--- config.mk ---
export PLATFORM = sky130hd
export DESIGN_NAME = http_start_line_header_parser
export DESIGN_NICKNAME = d
export VERILOG_FILES = /design/src/design/hsp_pkg.sv /design/src/design/hsp_front.sv /design/src/design/hsp_queue.sv /design/src/design/hsp_back.sv /design/src/design/http_start_line_header_parser.sv
export SDC_FILE = /design/constraint.sdc
export NUM_CORES = 1
export LEC_CHECK = 0
export BUFFER_PORTS_ARGS = -buffer_cell sky130_fd_sc_hd__buf_2
export CAP_MARGIN = 10
export CORE_MARGIN = 10
export CORE_UTILIZATION = 30
export CTS_CLUSTER_DIAMETER = 80
export DETAILED_ROUTE_END_ITERATION = 10
export HOLD_SLACK_MARGIN = 0.1
export SLEW_MARGIN = 40
export SYNTH_ARGS = -nofsm -noshare
export SYNTH_HDL_FRONTEND = slang
export SYNTH_SLANG_ARGS = --single-unit
--- constraint.sdc ---
create_clock -name i_clk -period 10.5 [get_ports i_clk]
set_clock_uncertainty 0.05 [all_clocks]
set_input_delay 3.15 -clock i_clk [delete_from_list [all_inputs] [get_ports i_clk]]
set_output_delay 3.15 -clock i_clk [all_outputs]
set_load 0.005 [all_outputs]
--- src/design/hsp_pkg.sv ---
// hsp_pkg: shared types, byte codes and helper functions for the HTTP
// start-line / header parser. No dependencies; imported by every module.
package hsp_pkg;

    localparam int unsigned RES_SLOTS     = 3;  // results one byte can cause
    localparam int unsigned Q_DEPTH_DFLT  = 4;  // bundles between front and back

    localparam logic [7:0] CHAR_CR    = 8'h0D;
    localparam logic [7:0] CHAR_LF    = 8'h0A;
    localparam logic [7:0] CHAR_SP    = 8'h20;
    localparam logic [7:0] CHAR_COLON = 8'h3A;

    typedef enum logic [1:0] {
        SEC_START   = 2'd0,
        SEC_HEADERS = 2'd1,
        SEC_DONE    = 2'd2,
        SEC_ERROR   = 2'd3
    } t_section;

    typedef enum logic [2:0] {
        KIND_NONE      = 3'd0,
        KIND_METHOD    = 3'd1,
        KIND_TARGET    = 3'd2,
        KIND_VERSION   = 3'd3,
        KIND_STATUS    = 3'd4,
        KIND_HDR_NAME  = 3'd5,
        KIND_HDR_VALUE = 3'd6
    } t_kind;

    typedef enum logic [2:0] {
        EV_DATA       = 3'd0,
        EV_FIELD_DONE = 3'd1,
        EV_HEAD_END   = 3'd2,
        EV_ERROR      = 3'd3,
        EV_INCOMPLETE = 3'd4
    } t_event;

    typedef struct packed {
        logic [7:0] data;
        t_kind      kind;
        t_event     ev;
    } t_result;

    // All results caused by one input byte; last is the index of the final one.
    typedef struct packed {
        t_result [RES_SLOTS-1:0] res;
        logic [1:0]              last;
    } t_bundle;

    // True when the current start-line field runs to the end of the line.
    function automatic logic last_start_field(input logic [1:0] fi, input logic mode);
        last_start_field = mode ? (fi >= 2'd1) : (fi >= 2'd2);
    endfunction

    function automatic t_kind current_kind(input t_section sec, input logic [1:0] fi,
                                           input logic mode);
        t_kind k;
        if (sec == SEC_START) begin
            if (mode) begin
                k = (fi == 2'd0) ? KIND_VERSION : KIND_STATUS;
            end else if (fi >= 2'd2) begin
                k = KIND_VERSION;
            end else begin
                k = (fi == 2'd0) ? KIND_METHOD : KIND_TARGET;
            end
        end else begin
            k = (fi != 2'd0) ? KIND_HDR_VALUE : KIND_HDR_NAME;
        end
        return k;
    endfunction

endpackage

--- src/design/hsp_front.sv ---
// hsp_front: parse state machine. Classifies each accepted byte and builds
// the bundle of results it causes. Depends on hsp_pkg.
module hsp_front (
    input  logic            i_clk,
    input  logic            i_rst_n,
    input  logic            i_cfg_wr_en,
    input  logic            i_cfg_wr_data,
    input  logic            i_accept,
    input  logic [7:0]      i_data_byte,
    input  logic            i_first_of_message,
    input  logic            i_end_of_data,
    output hsp_pkg::t_bundle o_bundle,
    output logic            o_bundle_valid
);
    import hsp_pkg::*;

    t_section   r_section, n_section;
    logic [1:0] r_field_index, n_field_index;
    logic       r_held_cr, n_held_cr;
    logic       r_held_colon, n_held_colon;
    logic       r_at_line_start, n_at_line_start;
    logic       r_parse_mode;

    // state as seen by this byte (after an optional restart)
    t_section   e_sec;
    logic [1:0] e_fi;
    logic       e_hcr, e_hcol, e_als, active;
    t_kind      kind;

    // classification
    logic le, cr_pre, cs, col_pre, rest, hold_cr, delim, hold_col, data;
    logic le_ok_start, le_end, le_val, le_err, incomplete;

    t_bundle    bundle;
    logic [1:0] cnt;

    always_comb begin
        if (i_first_of_message) begin
            e_sec  = SEC_START;
            e_fi   = 2'd0;
            e_hcr  = 1'b0;
            e_hcol = 1'b0;
            e_als  = 1'b1;
        end else begin
            e_sec  = r_section;
            e_fi   = r_field_index;
            e_hcr  = r_held_cr;
            e_hcol = r_held_colon;
            e_als  = r_at_line_start;
        end
        active = (e_sec == SEC_START) || (e_sec == SEC_HEADERS);
        kind   = current_kind(e_sec, e_fi, r_parse_mode);
    end

    always_comb begin
        le       = active && e_hcr && (i_data_byte == CHAR_LF);
        cr_pre   = active && e_hcr && !le;
        cs       = active && !le && e_hcol && (i_data_byte == CHAR_SP);
        col_pre  = active && !le && e_hcol && (i_data_byte != CHAR_SP);
        rest     = active && !le && !cs;
        hold_cr  = rest && (i_data_byte == CHAR_CR);
        delim    = rest && !hold_cr && (e_sec == SEC_START) && (i_data_byte == CHAR_SP)
                   && !last_start_field(e_fi, r_parse_mode);
        hold_col = rest && !hold_cr && (e_sec == SEC_HEADERS) && (e_fi == 2'd0)
                   && (i_data_byte == CHAR_COLON);
        data     = rest && !hold_cr && !delim && !hold_col;

        le_ok_start = le && (e_sec == SEC_START) && last_start_field(e_fi, r_parse_mode);
        le_end      = le && (e_sec == SEC_HEADERS) && e_als;
        le_val      = le && (e_sec == SEC_HEADERS) && !e_als && (e_fi != 2'd0);
        le_err      = le && !le_ok_start && !le_end && !le_val;
        incomplete  = active && i_end_of_data && !le_end && !le_err;
    end

    // next state
    always_comb begin
        n_section       = e_sec;
        n_field_index   = e_fi;
        n_held_cr       = e_hcr;
        n_held_colon    = e_hcol;
        n_at_line_start = e_als;
        if (active) begin
            n_held_cr    = hold_cr;
            n_held_colon = hold_col;
            if (le_ok_start) begin
                n_section = SEC_HEADERS;
            end else if (le_end) begin
                n_section = SEC_DONE;
            end else if (le_err) begin
                n_section = SEC_ERROR;
            end
            if (le_ok_start || le_val) begin
                n_field_index   = 2'd0;
                n_at_line_start = 1'b1;
            end else if (cs) begin
                n_field_index = 2'd1;
            end else if (delim) begin
                n_field_index = e_fi + 2'd1;
            end
            if (cr_pre || hold_col || data) begin
                n_at_line_start = 1'b0;
            end
        end
    end

    // result bundle
    always_comb begin
        bundle = '0;
        cnt    = 2'd0;
        if (cr_pre) begin
            bundle.res[cnt] = '{data: CHAR_CR, kind: kind, ev: EV_DATA};
            cnt = cnt + 2'd1;
        end
        if (col_pre) begin
            bundle.res[cnt] = '{data: CHAR_COLON, kind: kind, ev: EV_DATA};
            cnt = cnt + 2'd1;
        end
        if (le_ok_start || le_val || cs || delim) begin
            bundle.res[cnt] = '{data: 8'h00, kind: kind, ev: EV_FIELD_DONE};
            cnt = cnt + 2'd1;
        end else if (le_end) begin
            bundle.res[cnt] = '{data: 8'h00, kind: KIND_NONE, ev: EV_HEAD_END};
            cnt = cnt + 2'd1;
        end else if (le_err) begin
            bundle.res[cnt] = '{data: 8'h00, kind: KIND_NONE, ev: EV_ERROR};
            cnt = cnt + 2'd1;
        end else if (data) begin
            bundle.res[cnt] = '{data: i_data_byte, kind: kind, ev: EV_DATA};
            cnt = cnt + 2'd1;
        end
        if (incomplete) begin
            bundle.res[cnt] = '{data: 8'h00, kind: KIND_NONE, ev: EV_INCOMPLETE};
            cnt = cnt + 2'd1;
        end
        bundle.last = cnt - 2'd1;
    end

    assign o_bundle       = bundle;
    assign o_bundle_valid = (cnt != 2'd0);

    always_ff @(posedge i_clk) begin
        if (!i_rst_n) begin
            r_parse_mode <= 1'b0;
        end else if (i_cfg_wr_en) begin
            r_parse_mode <= i_cfg_wr_data;
        end
    end

    always_ff @(posedge i_clk) begin
        if (!i_rst_n) begin
            r_section       <= SEC_START;
            r_field_index   <= 2'd0;
            r_held_cr       <= 1'b0;
            r_held_colon    <= 1'b0;
            r_at_line_start <= 1'b1;
        end else if (i_accept) begin
            r_section       <= n_section;
            r_field_index   <= n_field_index;
            r_held_cr       <= n_held_cr;
            r_held_colon    <= n_held_colon;
            r_at_line_start <= n_at_line_start;
        end
    end

    // a held CR and a held colon exclude each other
    a_hold_excl: assert property (@(posedge i_clk) disable iff (!i_rst_n)
        !(r_held_cr && r_held_colon))
        else $error("held CR and held colon both set");

    // an accepted field delimiter always advances the field index
    a_delim_adv: assert property (@(posedge i_clk) disable iff (!i_rst_n)
        (i_accept && delim) |=> (r_field_index == $past(e_fi) + 2'd1))
        else $error("start-line delimiter did not advance field index");

endmodule

--- src/design/hsp_queue.sv ---
// hsp_queue: short queue of result bundles between the parse front and the
// result back end. Depends on hsp_pkg.
module hsp_queue #(
    parameter int unsigned DEPTH = hsp_pkg::Q_DEPTH_DFLT
) (
    input  logic             i_clk,
    input  logic             i_rst_n,
    input  logic             i_wr_en,
    input  hsp_pkg::t_bundle i_wr_data,
    input  logic             i_rd_en,
    output hsp_pkg::t_bundle o_rd_data,
    output logic             o_full,
    output logic             o_empty
);
    import hsp_pkg::*;

    localparam int unsigned PTR_W = (DEPTH > 1) ? $clog2(DEPTH) : 1;
    localparam int unsigned CNT_W = $clog2(DEPTH + 1);

    t_bundle            r_mem [DEPTH];
    logic [PTR_W-1:0]   r_wr_ptr, r_rd_ptr;
    logic [CNT_W-1:0]   r_count;

    function automatic logic [PTR_W-1:0] ptr_inc(input logic [PTR_W-1:0] p);
        return (p == PTR_W'(DEPTH - 1)) ? '0 : p + PTR_W'(1);
    endfunction

    assign o_full    = (r_count == CNT_W'(DEPTH));
    assign o_empty   = (r_count == '0);
    assign o_rd_data = r_mem[r_rd_ptr];

    always_ff @(posedge i_clk) begin
        if (i_wr_en) begin
            r_mem[r_wr_ptr] <= i_wr_data;
        end
    end

    always_ff @(posedge i_clk) begin
        if (!i_rst_n) begin
            r_wr_ptr <= '0;
            r_rd_ptr <= '0;
            r_count  <= '0;
        end else begin
            if (i_wr_en) begin
                r_wr_ptr <= ptr_inc(r_wr_ptr);
            end
            if (i_rd_en) begin
                r_rd_ptr <= ptr_inc(r_rd_ptr);
            end
            if (i_wr_en && !i_rd_en) begin
                r_count <= r_count + CNT_W'(1);
            end else if (!i_wr_en && i_rd_en) begin
                r_count <= r_count - CNT_W'(1);
            end
        end
    end

    a_no_overflow: assert property (@(posedge i_clk) disable iff (!i_rst_n)
        i_wr_en |-> !o_full)
        else $error("bundle queue written while full");

    a_no_underflow: assert property (@(posedge i_clk) disable iff (!i_rst_n)
        i_rd_en |-> !o_empty)
        else $error("bundle queue read while empty");

endmodule

--- src/design/hsp_back.sv ---
// hsp_back: takes bundles from the queue and hands out their results one per
// transfer on the empty/pop side. Depends on hsp_pkg.
module hsp_back (
    input  logic             i_clk,
    input  logic             i_rst_n,
    input  logic             i_q_empty,
    input  hsp_pkg::t_bundle i_q_data,
    output logic             o_q_rd,
    input  logic             pop,
    output logic             empty,
    output logic [7:0]       o_out_byte,
    output logic [2:0]       o_field_kind,
    output logic [2:0]       o_event_res,
    output logic             o_last_of_run
);
    import hsp_pkg::*;

    t_bundle    r_bundle;
    logic       r_valid, n_valid;
    logic [1:0] r_idx, n_idx;
    logic       take, done_cur, load;
    t_result    cur;

    assign cur      = r_bundle.res[r_idx];
    assign take     = pop && r_valid;
    assign done_cur = take && (r_idx == r_bundle.last);
    assign load     = (!r_valid || done_cur) && !i_q_empty;
    assign o_q_rd   = load;

    always_comb begin
        n_valid = r_valid;
        n_idx   = r_idx;
        if (load) begin
            n_valid = 1'b1;
            n_idx   = 2'd0;
        end else if (done_cur) begin
            n_valid = 1'b0;
        end else if (take) begin
            n_idx = r_idx + 2'd1;
        end
    end

    always_ff @(posedge i_clk) begin
        if (load) begin
            r_bundle <= i_q_data;
        end
    end

    always_ff @(posedge i_clk) begin
        if (!i_rst_n) begin
            r_valid <= 1'b0;
            r_idx   <= 2'd0;
        end else begin
            r_valid <= n_valid;
            r_idx   <= n_idx;
        end
    end

    assign empty         = !r_valid;
    assign o_out_byte    = cur.data;
    assign o_field_kind  = cur.kind;
    assign o_event_res   = cur.ev;
    assign o_last_of_run = (r_idx == r_bundle.last);

    a_idx_range: assert property (@(posedge i_clk) disable iff (!i_rst_n)
        r_valid |-> (r_idx <= r_bundle.last))
        else $error("result index past end of bundle");

endmodule

--- src/design/http_start_line_header_parser.sv ---
// http_start_line_header_parser: top level of the streaming HTTP head parser.
// Instantiates hsp_front, hsp_queue and hsp_back; depends on hsp_pkg.
//
// Usage:
//  - Input side is a queue write port: a byte transfers on a rising edge with
//    push high and full low. first_of_message restarts the parse at the start
//    line before the byte; end_of_data adds an incomplete result if the head
//    has not finished.
//  - Result side is a queue read port: while empty is low the oldest result
//    sits on o_out_byte/o_field_kind/o_event_res/o_last_of_run and transfers
//    on a rising edge with pop high. o_last_of_run closes the results of one
//    input byte; a byte may cause zero to three results.
//  - i_cfg_wr_en/i_cfg_wr_data write parse_mode (0 request, 1 response); write
//    it only while no results are outstanding.
//  - Flow: when drained, a result's bundle passes its queue entry and then
//    the back-end bundle register on its way to the result ports. Input
//    takes one byte per cycle while full is low; the output drains one result
//    per cycle while pop is high; a bundle stays until all results are popped.
//  - The front parses each byte in its cycle and pushes its result bundle
//    into a QUEUE_DEPTH-entry queue; the back end holds one more bundle. full
//    rises when that queue is full, i.e. when the receiver stalls long enough.
//    Bytes that cause no result are also held off while full.
//  - Reset (synchronous, active low) returns the parse to the start line,
//    clears parse_mode and empties the queue and output stage.
module http_start_line_header_parser #(
    parameter int unsigned QUEUE_DEPTH = hsp_pkg::Q_DEPTH_DFLT
) (
    input  logic       i_clk,
    input  logic       i_rst_n,
    input  logic       i_cfg_wr_en,
    input  logic       i_cfg_wr_data,
    input  logic       push,
    output logic       full,
    input  logic [7:0] i_data_byte,
    input  logic       i_first_of_message,
    input  logic       i_end_of_data,
    output logic       empty,
    input  logic       pop,
    output logic [7:0] o_out_byte,
    output logic [2:0] o_field_kind,
    output logic [2:0] o_event_res,
    output logic       o_last_of_run
);
    import hsp_pkg::*;

    logic    accept;
    t_bundle fr_bundle;
    logic    fr_valid;
    t_bundle q_data;
    logic    q_empty, q_full, q_rd;

    // Byte transfer; the parse state advances on every transfer.
    assign accept = push && !q_full;
    assign full   = q_full;

    hsp_front u_front (
        .i_clk              (i_clk),
        .i_rst_n            (i_rst_n),
        .i_cfg_wr_en        (i_cfg_wr_en),
        .i_cfg_wr_data      (i_cfg_wr_data),
        .i_accept           (accept),
        .i_data_byte        (i_data_byte),
        .i_first_of_message (i_first_of_message),
        .i_end_of_data      (i_end_of_data),
        .o_bundle           (fr_bundle),
        .o_bundle_valid     (fr_valid)
    );

    // Only bytes that produce results occupy a queue entry.
    hsp_queue #(
        .DEPTH (QUEUE_DEPTH)
    ) u_queue (
        .i_clk     (i_clk),
        .i_rst_n   (i_rst_n),
        .i_wr_en   (accept && fr_valid),
        .i_wr_data (fr_bundle),
        .i_rd_en   (q_rd),
        .o_rd_data (q_data),
        .o_full    (q_full),
        .o_empty   (q_empty)
    );

    hsp_back u_back (
        .i_clk         (i_clk),
        .i_rst_n       (i_rst_n),
        .i_q_empty     (q_empty),
        .i_q_data      (q_data),
        .o_q_rd        (q_rd),
        .pop           (pop),
        .empty         (empty),
        .o_out_byte    (o_out_byte),
        .o_field_kind  (o_field_kind),
        .o_event_res   (o_event_res),
        .o_last_of_run (o_last_of_run)
    );

endmodule
Word-level counts from Yosys, hierarchy flattened
Memory sizes are Yosys's and may differ from the RTL's. A register that Yosys moved wholly into a read port is not among the register bits.
Index checks and enable logic that the tools add are counted.
- register bits: 18
- bits in writable memories: 176
- bits of input ports: 16
- output and inout bits: 17
- logic and storage cells: 182
- memories kept: 1
- add/subtract/negate cells: 10
- order comparisons: 9
- equality and inequality tests: 10
- muxes and demuxes: 58
- bitwise operators: 11
- reductions and logical operators: 72
- memories (name ; words ; width ; rd ports ; clocked after memory_dff ; write ports ; line ; text):
    u_queue.r_mem ; 4 ; 44 ; 1 ; 1 ; 1 ; hsp_queue.sv:20 ; t_bundle r_mem [DEPTH];
- operators with widths (operator ; count):
    $mux 42 ; 6
    $bwmux 42 ; 3
    $demux 14 s2 ; 3
    $and 39x39->39 ; 2
    $not 39->39 ; 2
    $mux 14 ; 4
    $logic_and 1x1->1 ; 40
    $mux 2 ; 20
    $and 36x36->36 ; 1
    $not 36->36 ; 1
    $bmux 14 s2 ; 1
    $mux 3 ; 6
    $eq 8x4->1 const B ; 2
    $eq 8x6->1 const B ; 2
    $logic_not 1->1 ; 16
    $mux 1 ; 14
    $add 2x1->2 const B ; 6
    $mux 10 ; 1
    $lt 2x3->1 const B ; 3
    $ne 8x6->1 const B ; 1
    $reduce_bool 2->1 ; 4
    $logic_or 1x1->1 ; 7
    $ge 2x1->1 const B ; 3
    $or 3x3->3 ; 2
    other kinds (17) ; 20

Depth between registers and ports, before layout
Gate-level depths: netlist of run 1.
- word-level depth: 32
- mapped depth: 19
- depth with buffers taken out: 18

Cells and area by module
A second synthesis of run 1 with hierarchy kept.
- cells, all modules: 592
- area total of the unflattened synthesis: 10148.5 um^2
- modules (own cells, without submodules) (module ; times used ; cells an instance ; area each (um^2) ; seq. area each (um^2)):
    hsp_queue ; 1 ; 274 ; 6865.3 ; 5465.2
    hsp_back ; 1 ; 115 ; 1833.0 ; 1381.3
    hsp_front ; 1 ; 201 ; 1435.1 ; 160.2
    http_start_line_header_parser ; 1 ; 2 ; 15.0 ; 0.0

Worst setup path after synthesis of run 1
Ideal clock, no wire load.
- path type: in2reg
- from: in i_first_of_message
- to: mem u_queue.r_mem[3][0] (netlist bit), enable pin
- library setup time: 406 ps
- arrival: 7072 ps
- data required time: 10044 ps
- path slack: 2973 ps
- stages: 14
- path buffers: 1
- path through: buf_2 -> inv_1 -> nand2_1 -> ha_1 -> nor2b_1 -> o21ai_0 -> and3_1 -> o21ai_2 -> mux2i_1 -> ha_1 -> mux2_1 -> ha_1 -> nor2_1 -> and2_1
- cells in the longest elaborated chain, start to end: 30
- elaborated cells between the ends (all ways): 71
- classes of those cells: add/sub (3); order compare (2); eq/ne (1); mux (15); reduce/logical (50)
- ends and longest elaborated chain (what ; line ; text):
    start: declaration ; http_start_line_header_parser.sv:35 ; input logic i_first_of_message,
    $mux 2 ; hsp_front.sv:38 ; if (i_first_of_message) begin
    $eq 2x1->1 or $logic_not 2->1 (tied branches) ; -- ;
    $logic_or 1x1->1 ; hsp_front.sv:51 ; active = (e_sec == SEC_START) || (e_sec == SEC_HEADERS);
    $logic_and 1x1->1 ; hsp_front.sv:56, hsp_front.sv:57 ;
    $logic_and 1x1->1 ; hsp_front.sv:56 ; le = active && e_hcr && (i_data_byte == CHAR_LF);
    $logic_not 1->1 ; -- ;
    $logic_and 1x1->1 ; hsp_front.sv:58, hsp_front.sv:59, hsp_front.sv:60 ;
    $logic_and 1x1->1 ; hsp_front.sv:58, hsp_front.sv:59 ;
    (+15 left out) ; -- ;
    $mux 2 ; hsp_front.sv:118 ; if (le_ok_start || le_val || cs || delim) begin
    $add 2x1->2 ; hsp_front.sv:133 ; cnt = cnt + 2'd1;
    $mux 2 (*) ; hsp_front.sv:131 ; if (incomplete) begin
    $reduce_bool 2->1 (*) ; hsp_front.sv:139 ; assign o_bundle_valid = (cnt != 2'd0);
    $logic_and 1x1->1 (*) ; http_start_line_header_parser.sv:75 ; .i_wr_en (accept && fr_valid),
    net u_queue.i_wr_en ; hsp_queue.sv:8 ; input logic i_wr_en,
    $mux 1 (*) ; hsp_queue.sv:33 ; if (i_wr_en) begin
    $mux 1 (not written as such) (*) ; hsp_queue.sv:34 ; r_mem[r_wr_ptr] <= i_wr_data;
    end: declaration ; hsp_queue.sv:20 ;
Mark *: on every way through the listed nets, which the timed path passes. The rest lies on a longest branch.

Final worst setup path of run 1
- from: in i_first_of_message
- to: reg u_queue.r_count[2]
- cells in the longest elaborated chain, start to end: 31
- elaborated cells between the ends (all ways): 74
- classes of those cells: add/sub (3); order compare (2); eq/ne (1); mux (14); reduce/logical (54)
- ends and longest elaborated chain (what ; line ; text):
    $mux 2 ; hsp_front.sv:38 ;
    $eq 2x1->1 or $logic_not 2->1 (tied branches) ; -- ;
    $logic_or 1x1->1 ; hsp_front.sv:51 ;
    $logic_and 1x1->1 ; hsp_front.sv:56, hsp_front.sv:57 ;
    $logic_and 1x1->1 ; hsp_front.sv:56 ;
    $logic_not 1->1 ; -- ;
    $logic_and 1x1->1 ; hsp_front.sv:58, hsp_front.sv:59, hsp_front.sv:60 ;
    $logic_and 1x1->1 ; hsp_front.sv:58, hsp_front.sv:59 ;
    (+16 left out) ; -- ;
    $add 2x1->2 ; hsp_front.sv:133 ;
    $mux 2 (*) ; hsp_front.sv:131 ;
    $reduce_bool 2->1 (*) ; hsp_front.sv:139 ;
    $logic_and 1x1->1 (*) ; http_start_line_header_parser.sv:75 ;
    net u_queue.i_wr_en ; hsp_queue.sv:8 ;
    $logic_not 1->1 ; hsp_queue.sv:52 ; end else if (!i_wr_en && i_rd_en) begin
    $logic_and 1x1->1 ; hsp_queue.sv:52 ;
    $reduce_bool 2->1 (no line) ; -- ;
    end signal: assignment ; hsp_queue.sv:51 ; r_count <= r_count + CNT_W'(1);
    end signal: assignment ; hsp_queue.sv:53 ; r_count <= r_count - CNT_W'(1);
    end: declaration ; hsp_queue.sv:22 ; logic [CNT_W-1:0] r_count;
Marked as above.
A chain may end at the register's enable or synchronous reset.

==> results of run 1 <==
## worst min-delay path: stages (launching register included)
cell      delay, ns
dfxtp_1        0.33
nand2_1        0.07
a21boi_0       0.07
## final timing paths
check	to	slack, ns	cells after the start
worst max-delay path	u_queue.r_count[2]	3.02	19
worst max register to register	u_queue.r_count[2]	5.48	17
worst min-delay path	u_back.r_valid	0.46	2
worst min register to register	u_back.r_valid	0.46	2
## flip-flops by register name, summed over array words and instances (netlist names)
register,flops
u_back.r_bundle,44
u_back.r_idx,2
u_back.r_valid,1
u_front.r_at_line_start,1
u_front.r_field_index,2
u_front.r_held_colon,1
u_front.r_held_cr,1
u_front.r_parse_mode,1
u_front.r_section,2
u_queue.r_count,3
u_queue.r_mem,176
u_queue.r_rd_ptr,2
u_queue.r_wr_ptr,2
## where the power goes
| part | switching [uW] | internal (uW) |
|---|---|---|
| clock | 348 | 479 |
| combinational | 262 | 233 |
| sequential | 64.2 | 1220 |
## stage by stage
| step | worst slack (ns) | instances | total power, uW | cell area (um^2) | hold slack, ns |
|---|---|---|---|---|---|
| 6_report | 3.02 | 1080 | 2610 | 11400 | 0.461 |
| 5_1_grt | 2.66 | 1080 | 2740 | 11400 | 0.494 |
| 4_1_cts | 3.08 | 1080 | 2660 | 11400 | 0.461 |
| 3_5_place_dp | 2.53 | 1039 | 1820 | 10600 | 0.453 |
| 3_3_place_gp | 2.62 | 1038 | 1810 | 10600 | 0.436 |
| 2_1_floorplan | 2.97 | 582 | 1640 | 9930 | 0.413 |
## cell usage in the layout, fill, tap and decap left out, types with 3 or more instances in the layout
| cell type | n |
|---|---|
| nor4_1 | 3 |
| nand2b_1 | 3 |
| and2_2 | 4 |
| a21boi_0 | 4 |
| a31oi_1 | 15 |
| and3_1 | 5 |
| buf_2 | 32 |
| clkbuf_1 | 7 |
| o21ai_0 | 19 |
| nand3_1 | 6 |
| nand2_1 | 27 |
| inv_1 | 15 |
| and4b_1 | 3 |
| nor3_1 | 11 |
| edfxtp_1 | 220 |
| mux2i_1 | 22 |
| xnor2_1 | 6 |
| dfxtp_1 | 15 |
| mux4_2 | 44 |
| nor2b_1 | 12 |
| xor2_1 | 3 |
| a21oi_1 | 4 |
| buf_4 | 7 |
| clkbuf_16 | 25 |
| and2_1 | 20 |
| ha_1 | 16 |
| nor2_1 | 30 |
## per-layer routing
layer,share of wire,routed length (um),up-vias
met3,0.055,1140,42
li1,-,-,2367
met1,0.45,9430,2619
met2,0.47,9790,123
met4,0.020,417,6
met5,0.0019,39,-
## final cells by class
class / count / area [um^2] / area share
sequential: 238 / 6970 / 0.612
clock inverter: 7 / 86.3 / 0.00758
clock buffer: 34 / 679 / 0.0596
multi-input combinational: 303 / 2810 / 0.246
timing repair buffer: 40 / 233 / 0.0204
inverter: 16 / 62.6 / 0.00549
tap: 442 / 553 / 0.0485
## kinds of logic after synthesis
logic type / synth area share
flip-flops: 0.701
adder cells (fa/ha/maj): 0.0222
multiplexers: 0.123
buffers and inverters: 0.0169
AND/OR/NAND/NOR: 0.0831
XOR/XNOR: 0.00794
AO/OA/AOI/OAI: 0.0455
==> flow_summary_export.csv, run 1 <==
group,metric,value,unit
yosys,synth_area,9930,um^2
cts,cts.clk_slew.worst_paths,0.06,ns
yosys,synth_top_area_cell,"edfxtp_1",
yosys,synth_seq_cells,238,
detailed_routing,routedWlPerCell,19.3,um
worst_setup_path,path_cells,"buf_2 > inv_1 > nand2_1 > ha_1 > nor2b_1 > o21ai_0 > a41oi_1 > o21ai_2 > mux2i_1 > ha_1 > mux2_1 > ha_1 > nor2_1 > ha_1 > inv_1 > fa_1 > xor2_1 > or3_1 > a21boi_0",
cts,cts_setup_buffers,0,
power_and_ir_drop,p_per_area,229,nW/um^2
global_routing,grt_use_total,0.102,
cts,cts_tree,"built",
cts,htree_levels,1,
worst_setup_path,crit_path_end_kind,"flip-flop",
yosys,ys_warn_count,0,
place,globalplace.congestion,0.908,
timing,finalHoldViolCount,0,
worst_setup_path,max_stage_delay,0.45,ns
worst_setup_path,crit_top_cell,"ha_1",
worst_setup_path,worstSetupStartpointType,"input port",
cts,clk_latency,0.54,ns
finish,drive_above_1_share,0.221,
yosys,synth_ff_type,"edfxtp_1",
floorplanning,fp-row-count,66,
global_routing,grt_pass1_wl,32500,um
timing,final.setup.tns,0,ns
worst_setup_path,startpoint,"i_first_of_message",
flow_run,cap_violations,0,
worst_setup_path,cp_top_family,"adder cells",
detailed_routing,num_vias,5157,
worst_setup_path,r2r_start,"u_front.r_section[1]",
cts,cts_buffers,25,
worst_setup_path,critPathMaxFanout,14,
outcome,status,"finished, final reports clean",
global_routing,met2_usage,0.168,
finish,syn_to_final_growth,14.7,%
yosys,synth_top_area_share,0.665,
timing,slew_headroom,0.519,
cts,cts_max_path_buffers,3,
floorplanning,core-area,32600,um^2
detailed_routing,firstDrtPassIters,5,
global_routing,antenna_found_initial,3,
worst_setup_path,cp.required,10.90,ns
yosys,synth-edff-count,220,
global_routing,grtUsageMet3,0.0245,
finish,n_fill_cell,3079,
global_routing,met1_usage,0.133,
worst_setup_path,cp_slowest_cell,"a41oi_1",
cts,cts_hold_buffers,0,
timing,fin_crit,7.48,ns
global_routing,grt.busiest_layer,"met2",
yosys,yosysMostFrequentCell,"edfxtp_1",
cts,cts_resized,0,
place,hpwl,13100,um
place,place.port_buffers,32,
worst_setup_path,worstSetupPathType,"input port to flip-flop",
timing,post-route-period-util,0.712,
cts,cts.sinks,238,
timing,max_freq,134,MHz
yosys,synthTopCellsByArea,"edfxtp_1 67%, mux4_2 10%, dfxtp_1 3.6%, mux2i_1 2.2%, ha_1 2.0%",
yosys,synth_area_per_cell,17.1,um^2
power_and_ir_drop,ir_worst_vdd,132,uV
timing,rsz0062_at_grt,"false",
timing,worstMarginPinSlew,0.721,ns
power_and_ir_drop,cellLeakagePower,0.00389,uW
detailed_routing,first_iter_violations,291,
floorplanning,die_y,202,um
floorplanning,fp.dieW,202,um
floorplanning,initial_utilization,0.305,
detailed_routing,routed_via_density,4.78,
yosys,synthArstFlopShare,0,
detailed_routing,drc,0,
global_routing,grt_max_degree,47,
yosys,seq_area_frac_synth,0.701,
worst_setup_path,arrival,7.88,ns
detailed_routing,routed_wl,20800,um
finish,nNetsFinal,657,
worst_setup_path,cp.buffers_inverters,3,
yosys,syn_inst,582,
yosys,synthTopCellsByCount,"220 x edfxtp_1, 44 x mux4_2, 31 x nor2_1",
timing,final-max-slew-violation-count,0,
detailed_routing,final_antenna_net_count,0,
worst_hold_path,hp-class,"flip-flop to flip-flop",
worst_hold_path,hp-start,"u_back.r_valid",
timing,setup_violations,0,
cts,clock_tree.root_cell,"clkbuf_16",
global_routing,grt_pass1_vias,5400,
yosys,ys_types,61,
floorplanning,pin_count,33,
finish,postLayoutCoreUtil,0.349,
floorplanning,dieArea,40800,um^2
finish,n_antenna_cell,0,
yosys,syn_nets,615,
global_routing,grt_overflow,0,
No activity file was read; power rests on OpenSTA's default activity.
==> inputs of run 2 (changes only) <==
==> constraint.sdc (replaced) <==
create_clock -name i_clk -period 7.4 [get_ports i_clk]
set_clock_uncertainty 0.05 [all_clocks]
set_input_delay 2.22 -clock i_clk [delete_from_list [all_inputs] [get_ports i_clk]]
set_output_delay 2.22 -clock i_clk [all_outputs]
set_load 0.005 [all_outputs]
==> flow_summary_export.csv, run 2 (synthesis gave the netlist of run 1 again) <==
group,metric,value,unit
worst_setup_path,worstSetupStartpointType,"input port",
power_and_ir_drop,cellLeakagePower,0.00396,uW
global_routing,grt_pass1_wl,32800,um
timing,finalHoldViolCount,0,
floorplanning,dieArea,40800,um^2
place,place.port_buffers,32,
finish,mostFrequentLayoutCell,"edfxtp_1",
worst_setup_path,crit_path_end_kind,"flip-flop",
timing,max_freq,153,MHz
power_and_ir_drop,clkPwrFrac,0.327,
timing,fin_crit,6.52,ns
place,dp.cells,1046,
power_and_ir_drop,p_switching,965,uW
detailed_routing,num_vias,5243,
finish,finalNonFillerCells,1090,
worst_hold_path,hold_end,"u_back.r_valid",
power_and_ir_drop,sw_frac_of_total,0.256,
timing,final-max-slew-violation-count,0,
worst_setup_path,r2r-end,"u_queue.r_count[2]",
power_and_ir_drop,p_int,2810,uW
outcome,status,"finished, final reports clean",
cts,cts_tree,"built",
power_and_ir_drop,seq_power_share,0.488,
worst_setup_path,r2r_start,"u_front.r_section[1]",
finish,largest_register_ffs,176,
finish,nNetsFinal,663,
worst_setup_path,path_cells,"buf_2 > inv_1 > nand2_1 > ha_1 > nor2b_1 > o21ai_0 > a41oi_1 > o21ai_2 > xor2_1 > ha_1 > mux2_1 > ha_1 > nor2_1 > ha_1 > inv_1 > fa_1 > xor2_1 > or3_1 > a21boi_0",
detailed_routing,routedWlPerCell,19.5,um
finish,drive_above_1_share,0.235,
worst_setup_path,cp.buffers_inverters,3,
global_routing,grt_max_degree,33,
cts,htree_levels,1,
timing,fin_hold_ws,0.441,ns
worst_setup_path,max_stage_delay,0.43,ns
cts,cts.sinks,238,
cts,cts_max_path_buffers,3,
detailed_routing,first_iter_violations,393,
floorplanning,pin_count,33,
finish,layout_common_cells,"220 x edfxtp_1, 44 x mux4_2, 32 x buf_2",
cts,clock_tree.root_cell,"clkbuf_16",
worst_setup_path,critPathMaxFanout,14,
timing,rsz0062_at_grt,"false",
floorplanning,fp.dieW,202,um
worst_setup_path,cp_top_family,"adder cells",
place,hpwl,13700,um
global_routing,grt_pass1_vias,5456,
power_and_ir_drop,ir_worst_vdd,153,uV
detailed_routing,routed_wl,21200,um
floorplanning,core-area,32600,um^2
flow_run,cap_violations,0,
finish,multi_input_area,2810,um^2
worst_setup_path,startpoint,"i_first_of_message",
worst_hold_path,hold_depth,2,
detailed_routing,drc,0,
cts,clk_latency,0.52,ns
timing,slew_headroom,0.544,
finish,top_regs,"u_queue.r_mem: 176 flops, u_back.r_bundle: 44 flops, u_queue.r_count: 3 flops",
worst_hold_path,hp-class,"flip-flop to flip-flop",
global_routing,grt_use_total,0.102,
floorplanning,initial_utilization,0.305,
floorplanning,fp-row-count,66,
power_and_ir_drop,finalPower,3770,uW
finish,largest-register,"u_queue.r_mem",
detailed_routing,routed_via_density,4.81,
floorplanning,die_y,202,um
global_routing,grt_overflow,0,
worst_setup_path,cp_slowest_cell,"a41oi_1",
global_routing,antenna_found_initial,1,
place,globalplace.congestion,0.923,
worst_setup_path,reg2regPathDepth,17,
timing,worstMarginPinSlew,0.683,ns
power_and_ir_drop,p_comb_frac,0.185,
worst_setup_path,worstSetupPathType,"input port to flip-flop",
finish,postLayoutCoreUtil,0.354,
detailed_routing,firstDrtPassIters,5,
finish,n_antenna_cell,0,
cts,cts.clk_slew.worst_paths,0.06,ns
timing,final.setup.tns,0,ns
cts,cts_resized,0,
timing,setup_violations,0,
finish,n_fill_cell,3070,
cts,cts_setup_buffers,0,
cts,cts_buffers,24,
cts,cts_hold_buffers,0,
worst_hold_path,hp-start,"u_back.r_valid",
finish,syn_to_final_growth,16.2,%
worst_setup_path,arrival,6.90,ns
power_and_ir_drop,p_per_area,327,nW/um^2
timing,post-route-period-util,0.880,
worst_setup_path,r2r_slack,2.46,ns
worst_setup_path,cp.required,7.79,ns
worst_setup_path,crit_top_cell,"ha_1",
detailed_routing,final_antenna_net_count,0,
finish,seqCellArea,6970,um^2
## run 2: worst max path at each step
stage / end / cells after the start
finish: u_queue.r_count[2] / 19
global route: u_queue.r_count[2] / 18
CTS: u_queue.r_count[2] / 19
detailed placement: u_queue.r_count[2] / 19
global placement: u_queue.r_count[2] / 19
floorplan: u_queue.r_mem[3][0] / 14
## run 2: per-stage QoR
step	setup slack [ns]	area, um^2
floorplan	0.803	9930
global placement	0.515	10700
detailed placement	0.474	10700
CTS	0.970	11500
global route	0.484	11500
finish	0.885	11500
## run 2: worst min-delay path: cells and delay by family, from the launching register on
kind               cells  cell delay, ns
AOI/OAI and AO/OA      1            0.06
and+or+nand+nor        1            0.05
DFF                    1            0.33
## run 2: power groups by stage
stage | clock network, uW | registers, uW | logic (uW)
after floorplan | 0 | 1800 | 523
after global placement | 0 | 1910 | 663
after detailed placement | 0 | 1880 | 724
after CTS | 1270 | 1850 | 725
after global routing | 1330 | 1870 | 772
final | 1240 | 1840 | 697
## run 2: layout make-up
class | count | share of cell area
Sequential cell | 238 | 0.604
Tap cell | 442 | 0.0479
Timing Repair Buffer | 47 | 0.0291
Clock inverter | 17 | 0.0175
Clock buffer | 27 | 0.0530
Inverter | 16 | 0.00520
Multi-Input combinational cell | 303 | 0.243
## run 2: metal layers
metal / wire, um / global-route usage
met4: 361 / 0.0217
met3: 1030 / 0.0219
met5: 12 / 0
met1: 9680 / 0.137
met2: 10100 / 0.167
==> inputs of run 3 (changes only) <==
--- a/config.mk
+++ b/config.mk
@@ -9,6 +9,7 @@
 export CAP_MARGIN = 10
 export CORE_MARGIN = 10
 export CORE_UTILIZATION = 30
+export CTS_BUF_LIST = sky130_fd_sc_hd__clkbuf_2 sky130_fd_sc_hd__clkbuf_4 sky130_fd_sc_hd__clkbuf_8
 export CTS_CLUSTER_DIAMETER = 80
 export DETAILED_ROUTE_END_ITERATION = 10
 export HOLD_SLACK_MARGIN = 0.1
==> flow_summary_export.csv, run 3 (synthesis gave the netlist of run 1 again) <==
group,metric,value,unit
finish,multi_input_area,2810,um^2
timing,final-max-slew-violation-count,0,
detailed_routing,routed_wl,21500,um
floorplanning,initial_utilization,0.305,
place,hpwl,13700,um
worst_setup_path,startpoint,"i_first_of_message",
detailed_routing,firstDrtPassIters,5,
timing,finalHoldViolCount,0,
worst_hold_path,hp-class,"flip-flop to flip-flop",
worst_setup_path,crit_path_end_kind,"flip-flop",
finish,mostFrequentLayoutCell,"edfxtp_1",
cts,cts_setup_buffers,0,
place,dp_worst_setup_slack,0.474,ns
power_and_ir_drop,p_int,2670,uW
detailed_routing,first_iter_violations,357,
finish,postLayoutCoreUtil,0.352,
power_and_ir_drop,cellLeakagePower,0.00396,uW
worst_setup_path,crit_top_cell,"ha_1",
power_and_ir_drop,clkPwrFrac,0.306,
floorplanning,core-area,32600,um^2
cts,clk_latency,0.54,ns
timing,fin_crit,6.47,ns
power_and_ir_drop,seq_power_share,0.503,
timing,setup_violations,0,
timing,final.setup.tns,0,ns
global_routing,grt_max_degree,33,
worst_setup_path,worstSetupPathType,"input port to flip-flop",
place,globalplace.congestion,0.923,
timing,max_freq,155,MHz
finish,n_antenna_cell,0,
power_and_ir_drop,sw_frac_of_total,0.270,
cts,clock_tree.root_cell,"clkbuf_8",
worst_setup_path,r2r_start,"u_front.r_section[1]",
cts,cts_max_path_buffers,3,
cts,cts.clk_slew.worst_paths,0.06,ns
detailed_routing,drc,0,
timing,fin_ws,0.932,ns
worst_setup_path,r2r_slack,2.47,ns
global_routing,grt_pass1_wl,33300,um
finish,layout_common_cells,"220 x edfxtp_1, 44 x mux4_2, 39 x clkbuf_8",
timing,slew_headroom,0.553,
worst_setup_path,path_cells,"buf_2 > inv_1 > nand2_1 > ha_1 > nor2b_1 > o21ai_0 > a41oi_1 > o21ai_2 > xor2_1 > ha_1 > mux2_1 > ha_1 > nor2_1 > ha_1 > inv_1 > fa_1 > xor2_1 > or3_1 > a21boi_0",
worst_setup_path,worstSetupStartpointType,"input port",
timing,rsz0062_at_grt,"false",
outcome,status,"finished, final reports clean",
global_routing,grt_use_total,0.105,
place,dpl_cell_area,10700,um^2
worst_setup_path,max_stage_delay,0.44,ns
finish,largest_register_ffs,176,
finish,nNetsFinal,677,
cts,cts.sinks,238,
cts,cts_tree,"built",
detailed_routing,routedWlPerCell,19.3,um
worst_setup_path,critPathMaxFanout,14,
global_routing,antenna_found_initial,1,
worst_setup_path,cp.required,7.80,ns
finish,largest-register,"u_queue.r_mem",
floorplanning,fp-row-count,66,
finish,seqCellArea,6970,um^2
cts,htree_levels,2,
worst_hold_path,hp-start,"u_back.r_valid",
cts,cts_resized,0,
global_routing,grt_overflow,0,
power_and_ir_drop,p_per_area,319,nW/um^2
finish,syn_to_final_growth,15.6,%
cts,cts_hold_buffers,0,
timing,worstMarginPinSlew,0.670,ns
floorplanning,fp.dieW,202,um
finish,n_fill_cell,3087,
power_and_ir_drop,ir_worst_vdd,127,uV
detailed_routing,num_vias,5335,
detailed_routing,final_antenna_net_count,0,
finish,drive_above_1_share,0.257,
place,place.port_buffers,32,
cts,cts_buffers,38,
worst_setup_path,cp_slowest_cell,"a41oi_1",
floorplanning,pin_count,33,
detailed_routing,routed_via_density,4.78,
flow_run,cap_violations,0,
global_routing,grt_pass1_vias,5542,
worst_setup_path,arrival,6.86,ns
floorplanning,dieArea,40800,um^2
power_and_ir_drop,p_switching,988,uW
timing,fin_hold_ws,0.441,ns
timing,post-route-period-util,0.874,
finish,finish.instance_area,11500,um^2
power_and_ir_drop,p_comb_frac,0.191,
floorplanning,die_y,202,um
finish,top_regs,"u_queue.r_mem: 176 flops, u_back.r_bundle: 44 flops, u_queue.r_count: 3 flops",
-- run 3: power groups by stage --
stage / logic, uW / clock network, uW / registers (uW)
after floorplan: 523 / 0 / 1800
after global placement: 663 / 0 / 1910
after detailed placement: 724 / 0 / 1880
after CTS: 726 / 1150 / 1850
after global routing: 773 / 1210 / 1870
final: 699 / 1120 / 1840
-- run 3: worst max-delay path: cells and delay by family --
kind / cells / cell delay, ns
and+or+nand+nor: 4 / 1.03
xor gates and xnor gates: 2 / 0.47
muxes: 1 / 0.30
AOI/OAI and AO/OA: 4 / 0.99
adders and majority gates: 5 / 1.37
buffers and inverters: 3 / 0.47
-- run 3: layout make-up --
type | count | share of cell area
inverter | 16 | 0.00523
timing repair buffer | 47 | 0.0292
sequential | 238 | 0.607
clock inverter | 25 | 0.0150
clock buffer | 45 | 0.0507
multi-input combinational | 303 | 0.244
tap | 442 | 0.0482
-- run 3: per-stage QoR --
stage / total power, uW / std cells
global placement: 2570 / 1045
detailed placement: 2600 / 1046
finish: 3660 / 1116
CTS: 3730 / 1116
global route: 3850 / 1116
floorplan: 2320 / 582
-- run 3: final timing paths --
check,to,depth (start not counted)
setup / recovery,u_queue.r_count[2],19
hold / removal,u_back.r_valid,2
setup reg to reg,u_queue.r_count[2],17
hold reg to reg,u_back.r_valid,2
-- run 3: layer usage --
metal | track usage | vias to the layer above | part of all wire
met2 | 0.165 | 138 | 0.47
li1 | - | 2422 | -
met4 | 0.0330 | 2 | 0.018
met5 | 0 | - | 0.00056
met3 | 0.0248 | 44 | 0.052
met1 | 0.139 | 2729 | 0.46
